<file path="src/design/niqp_pkg.sv">
// ----------------------------------------------------------------------------
// niqp_pkg
// Shared types and constants of the NoC injection queue packetizer.
// ----------------------------------------------------------------------------
`default_nettype none
package niqp_pkg;

  localparam int TILE_FW   = 4;
  localparam int KIND_W    = 2;
  localparam int SIZE_W    = 13;
  localparam int ADDR_FW   = 40;
  localparam int PKT_W     = 32;
  localparam int LW_W      = 9;
  localparam int QD_W      = 4;
  localparam int INFO_W    = 32;
  localparam int IN_DATA_W  = 120;
  localparam int OUT_DATA_W = 152;

  localparam logic CMD_MESSAGE = 1'b0;
  localparam logic CMD_TICK    = 1'b1;

  localparam logic CFG_LINK_WIDTH  = 1'b0;
  localparam logic CFG_QUEUE_DEPTH = 1'b1;

  localparam logic [KIND_W-1:0] KIND_LOAD_REQ   = 2'd0;
  localparam logic [KIND_W-1:0] KIND_STORE_REQ  = 2'd1;
  localparam logic [KIND_W-1:0] KIND_LOAD_RESP  = 2'd2;
  localparam logic [KIND_W-1:0] KIND_STORE_RESP = 2'd3;

  // Request to the flit count divider.
  typedef struct packed {
    logic              start;
    logic [SIZE_W-1:0] bytes;
    logic [LW_W-1:0]   width;
  } div_req_t;

  // Answer from the flit count divider.
  typedef struct packed {
    logic              done;
    logic [SIZE_W-1:0] flits;
  } div_rsp_t;

endpackage
`default_nettype wire

</file>
<file path="src/design/niqp_div.sv">
// ----------------------------------------------------------------------------
// niqp_div
// Restoring divider that returns ceil(bytes / width), one quotient bit a cycle.
// ----------------------------------------------------------------------------
`default_nettype none
module niqp_div (
  input  wire logic              clk,
  input  wire logic              rst,
  input  niqp_pkg::div_req_t     req,
  output niqp_pkg::div_rsp_t     rsp
);

  localparam int NUM_W = niqp_pkg::SIZE_W + 1;
  localparam int STEP_W = $clog2(NUM_W + 1);

  logic                          busy;
  logic                          done_q;
  logic [STEP_W-1:0]             steps;
  logic [NUM_W-1:0]              num;
  logic [NUM_W-1:0]              quot;
  logic [niqp_pkg::LW_W-1:0]     rem;
  logic [niqp_pkg::LW_W-1:0]     dvs;
  logic [niqp_pkg::LW_W:0]       trial;
  logic                          fits;
  logic [niqp_pkg::LW_W-1:0]     eff_width;

  assign eff_width = (req.width == '0) ? niqp_pkg::LW_W'(1) : req.width;
  assign trial     = {rem, num[NUM_W-1]};
  assign fits      = trial >= {1'b0, dvs};

  always_ff @(posedge clk) begin
    if (rst) begin
      busy   <= 1'b0;
      done_q <= 1'b0;
      steps  <= '0;
    end else begin
      done_q <= 1'b0;
      if (req.start) begin
        busy  <= 1'b1;
        steps <= STEP_W'(NUM_W);
        num   <= NUM_W'(req.bytes) + NUM_W'(eff_width) - NUM_W'(1);
        dvs   <= eff_width;
        rem   <= '0;
        quot  <= '0;
      end else if (busy) begin
        rem   <= fits ? niqp_pkg::LW_W'(trial - {1'b0, dvs}) : trial[niqp_pkg::LW_W-1:0];
        quot  <= {quot[NUM_W-2:0], fits};
        num   <= {num[NUM_W-2:0], 1'b0};
        steps <= steps - STEP_W'(1);
        if (steps == STEP_W'(1)) begin
          busy   <= 1'b0;
          done_q <= 1'b1;
        end
      end
    end
  end

  assign rsp.done  = done_q;
  assign rsp.flits = quot[niqp_pkg::SIZE_W-1:0];

endmodule
`default_nettype wire

</file>
<file path="config.mk">
export PLATFORM = sky130hd
export DESIGN_NAME = niqp_div
export DESIGN_NICKNAME = d
export VERILOG_FILES = /design/src/design/niqp_pkg.sv /design/src/design/niqp_div.sv
export SDC_FILE = /design/constraint.sdc
export NUM_CORES = 1
export LEC_CHECK = 0
export ABC_AREA = 1
export BUFFER_PORTS_ARGS = -buffer_cell sky130_fd_sc_hd__buf_2
export CELL_PAD_IN_SITES_DETAIL_PLACEMENT = 0
export CELL_PAD_IN_SITES_GLOBAL_PLACEMENT = 1
export CORE_ASPECT_RATIO = 2
export CORE_UTILIZATION = 30
export CTS_CLUSTER_DIAMETER = 40
export DETAILED_ROUTE_END_ITERATION = 10
export PLACE_DENSITY = 0.69
export SKIP_CTS_REPAIR_TIMING = 1
export SLEW_MARGIN = 20
export SYNTH_ARGS = -nofsm -noshare
export SYNTH_HDL_FRONTEND = slang
export SYNTH_SLANG_ARGS = --single-unit
</file>
<file path="constraint.sdc">
create_clock -name clk -period 2.9 [get_ports clk]
set_clock_uncertainty 0.2 [all_clocks]
set_input_delay 0.435 -clock clk [delete_from_list [all_inputs] [get_ports clk]]
set_output_delay 0.435 -clock clk [all_outputs]
set_load 0.01 [all_outputs]
</file>
## Yosys cells after proc, flatten, opt, wreduce, memory -nomap -nowiden

Cells that the tools add are included.

- Output and inout bits: 14
- Bits in latches: 0
- Memory bits (writable): 0
- Memories: 0
- Flip-flop bits (word level): 51
- Logic and storage cells: 34
- Memory bits (read-only): 0

- Add/sub/neg operators: 4
- Bitwise logic cells: 2
- Muxes and demuxes: 12
- Reduce and logical (&&, ||, !) cells: 6
- Eq/ne operators: 1
- Shift-type cells: 0
- Divide/modulo/power cells: 0
- $lt $le $gt $ge: 1
- Multiply operators: 0

Operators by type and width:

| cell | count |
|---|---|
| $mux 14 | 2 |
| $mux 9 | 3 |
| $add 13x9->14 | 1 |
| $sub 14x1->14 const B | 1 |
| $mux 13 | 1 |
| $ge 10x9->1 | 1 |
| $logic_not 9->1 | 1 |
| $sub 9x9->9 | 1 |
| $mux 4 | 2 |
| $eq 4x1->1 const B | 1 |
| $mux 1 | 4 |
| $reduce_and 2->1 | 2 |
| $sub 4x1->4 const B | 1 |
| $reduce_or 3->1 | 1 |
| $not 1->1 | 2 |
| $reduce_bool 2->1 | 1 |
| $reduce_or 2->1 | 1 |

## Depth between registers and ports, before layout

- Word-level depth: 5
- Mapped depth: 13
- Gate-level depth less buffers: 13

## Least setup slack after synthesis

No wires, ideal clock.

- Path type: in2reg
- From: input req[22] (netlist bit)
- To: register num[0], enable pin
- Library setup time: 0.443 ns
- Buffers on the path: 0
- Arrival time: 2.338 ns
- Path slack: -0.081 ns
- Stages: 2
- Path through: inv_1 a21oi_1

- Word-level cells in the longest chain between the ends: 2

RTL lines:

| item | RTL line | RTL |
|---|---|---|
| start: declaration | niqp_div.sv:9 | `input niqp_pkg::div_req_t req,` |
| $reduce_bool 2->1 (no source line) | - |  |
| $reduce_and 2->1 (no source line) | - |  |
| end signal: assignment | niqp_div.sv:41 | `num <= NUM_W'(req.bytes) + NUM_W'(eff_width) - NUM_W'(1);` |
| end signal: assignment | niqp_div.sv:48 | `num <= {num[NUM_W-2:0], 1'b0};` |
| end: declaration | niqp_div.sv:19 | `logic [NUM_W-1:0] num;` |

No other way between the ends.
A chain may end at the register's enable or synchronous reset.

## Final worst setup path

- From: input req[7] (netlist bit)
- To: register num[13], data pin

- Word-level cells in the longest chain between the ends: 5

RTL lines:

| item | RTL line | RTL |
|---|---|---|
| $logic_not 9->1 | niqp_div.sv:27 | `assign eff_width = (req.width == '0) ? niqp_pkg::LW_W'(1) : req.width;` |
| $mux 9 * | niqp_div.sv:27 |  |
| $add 13x9->14 * | niqp_div.sv:41 |  |
| $sub 14x1->14 * | niqp_div.sv:41 |  |
| $mux 14 * | niqp_div.sv:38 | `if (req.start) begin` |

Every way passes the cells marked *; elsewhere a longest branch is shown, timed or not.

==> impl_metrics.json <==
{
  "timing.slew.headroom": 0.637,
  "use_met1": 0.141,
  "drt-total-wl_um": 9130,
  "worstPathRequired_ns": 2.76,
  "initial_utilization": 0.308,
  "final_util": 0.354,
  "cts-root-buf": "clkbuf_16",
  "drtIter0Drc": 97,
  "tns_ns": 0,
  "cp-endpoint": "num[13]$_DFFE_PP_",
  "muxShareOfSynthArea": 0,
  "synth_area_leader_cell": "edfxtp_1",
  "firstDrtPassIters": 4,
  "syn_nets": 540,
  "clock_path_buffers": 2,
  "netlist_area_mm2": 0.00363,
  "setup_viol": 0,
  "yosys.area_share.simple": 0.253,
  "arrival_ns": 2.58,
  "crit_start": "req[7]",
  "ant_nets": 0,
  "die_y_um": 158,
  "dieWidth_um": 79.8,
  "layout-drive-gt1-share": 0.135,
  "finalHoldViolCount": 0,
  "synth_edf_count": 45,
  "synth.distinct_cells": 28,
  "worstSetupPathType": "in -> reg",
  "cts.reportedPaths.clkPinSlew_ns": 0.07,
  "synthArstFlopShare": 0,
  "fin_cells": 664,
  "placedCellCount": 656,
  "clk_latency_ns": 0.30,
  "routed_via_density": 4.53,
  "ir_drop_mv": 0.294,
  "vias": 3006,
  "ys_seq_area_frac": 0.406,
  "r2r_start": "num[13]$_DFFE_PP_",
  "synth_most_common_cell": "nand2_1",
  "antennaDiodeCount": 0,
  "synth-compound-area-share": 0.0552,
  "worstMarginPinSlew_ns": 0.539,
  "grtUsageMet2": 0.321,
  "remaining_drc_errors": 0,
  "ff2ff_path_depth": 11,
  "rrSetupSlack_ns": 0.47,
  "use_met3": 0.0180,
  "synth_top_family_by_area": "simple AND/OR/NAND/NOR gates",
  "rows": 56,
  "grt.total_usage": 0.162,
  "cp_max_fo": 4,
  "cts.sinks": 51,
  "syn_inst": 481,
  "ys_top_cells_by_area": "edfxtp_1 (37%), nand2_1 (13%), inv_1 (13%)",
  "grt_first_pass_wirelength_um": 15000,
  "core_mm2": 0.0118,
  "avgSynthCellArea_um2": 7.54,
  "finalWeightedCongestion": 0.902,
  "hpwl_um": 7500,
  "overflow": 0,
  "regToRegEndpoint": "rem[4]$_SDFFCE_PP0P_",
  "drt-wirelength-per-cell_um": 13.8,
  "pre_cts_ws_ns": -0.0234,
  "areaGrowthSynthToFinish_pct": 15.0,
  "max_freq_mhz": 368,
  "synth.top_cell.area_share": 0.372,
  "endpoint_kind": "register",
  "synth_xor_xnor_area_share": 0.0121,
  "synth_common_cells": "nand2_1 (124), inv_1 (122), nor2_1 (50)",
  "cts_made_buffers": 5,
  "finalCriticalPeriod_ns": 2.72,
  "fillCellCount": 1290,
  "grt_pass1_vias": 3082,
  "status": "finished, final reports clean",
  "nNetsFinal": 577,
  "synth_seq_cells": 51,
  "grt_setup_unrepaired": "false",
  "htree_levels": 2,
  "power_uw": 2200,
  "ios": 39,
  "cap_violations": 0,
  "critPathLaunchType": "input port",
  "p_leak_uw": 0.00222,
  "busiest_layer": "met2",
  "portBuffers": 38,
  "tritoncts": "built",
  "fin_ws_ns": 0.183,
  "yosysWarnings": 0,
  "synth_top_flop_cell": "edfxtp_1",
  "antenna_found_initial": 0,
  "grt_start_max_net_pins": 37,
  "p_per_area_mw_per_mm2": 526,
  "hp-class": "in -> reg",
  "die_area_mm2": 0.0126,
  "drv_slew": 0,
  "period_share": 0.937,
  "synthAdderAreaFrac": 0.121
}
==> final cells by class <==
| type | count | area [um^2] | share of cell area |
|---|---|---|---|
| clock inverter | 3 | 46.3 | 0.0111 |
| inverter | 122 | 458 | 0.110 |
| clock buffer | 5 | 125 | 0.0300 |
| multi-input combinational | 292 | 1620 | 0.387 |
| tap | 145 | 181 | 0.0435 |
| timing repair buffer | 46 | 275 | 0.0660 |
| sequential | 51 | 1470 | 0.353 |
==> state kept, by name, summed over array words and instances, names as in the netlist <==
name / cells
dvs: 9
busy: 1
quot: 13
done_q: 1
rem: 9
steps: 4
num: 14
==> worst min path at each step <==
stage / startpoint / end / cells after the start
floorplan: steps[3]$_SDFFE_PP0N_ / steps[3]$_SDFFE_PP0N_ / 2
global placement: steps[3]$_SDFFE_PP0N_ / steps[3]$_SDFFE_PP0N_ / 2
detailed placement: steps[3]$_SDFFE_PP0N_ / steps[3]$_SDFFE_PP0N_ / 2
CTS: req[5] / dvs[5]$_DFFE_PP_ / 1
global route: req[5] / dvs[5]$_DFFE_PP_ / 1
finish: req[5] / dvs[5]$_DFFE_PP_ / 1
==> per-layer routing <==
layer,vias up,routed length [um]
li1,1547,-
met1,1380,3030
met2,51,5310
met3,28,152
met4,0,638
met5,-,0
==> through the flow <==
step | hold slack, ns | cell area, um^2
finish | 0.150 | 4170
global placement | 0.270 | 4000
floorplan | 0.242 | 3630
CTS | 0.139 | 4170
detailed placement | 0.277 | 4000
global route | 0.150 | 4170
==> critical path, stage by stage <==
cell,delay [ns]
buf_2,0.11
nor4_1,0.51
a31oi_1,0.15
buf_4,0.17
ha_1,0.17
inv_1,0.05
ha_1,0.18
fa_1,0.20
nand3_1,0.07
nand3_1,0.16
nand3_1,0.12
nand3_1,0.08
nand2_1,0.05
nand3_1,0.06
nand2_1,0.05
==> cell usage in the layout (no fill, tap or decap), types with 2 or more instances in the layout <==
master     Yosys  final
buf_2          0     38
a31oi_1        2      2
xnor2_1        3      3
dfxtp_1        6      6
fa_1           2      2
nand4_1        6      6
a21oi_1       14     13
nor4_1         2      2
clkbuf_16      0      5
nand3_1       26     26
xor2_1         2      2
nor2_1        50     50
ha_1          32     32
a21oi_4        1      2
buf_4          3      6
nor3_1         2      2
nand2_2        5      5
inv_1        122    122
edfxtp_1      45     45
o21ai_2        5      5
nand3_2        2      2
o21ai_0       10     10
buf_12         1      2
nand2_1      124    124
==> logic make-up after synthesis <==
logic type                 count (synthesis)
AOI/OAI and AO/OA                         33
xor gates and xnor gates                   5
adders and majority gates                 34
buffers and inverters                    138
DFF                                       51
and+or+nand+nor                          220
==> where the power goes <==
part	switching (uW)	total, uW	internal [uW]
Clock	282	692	411
Combinational	382	601	220
Sequential	28.3	903	875
Total	691	2200	1510
Power figures use the tool's default switching activity.
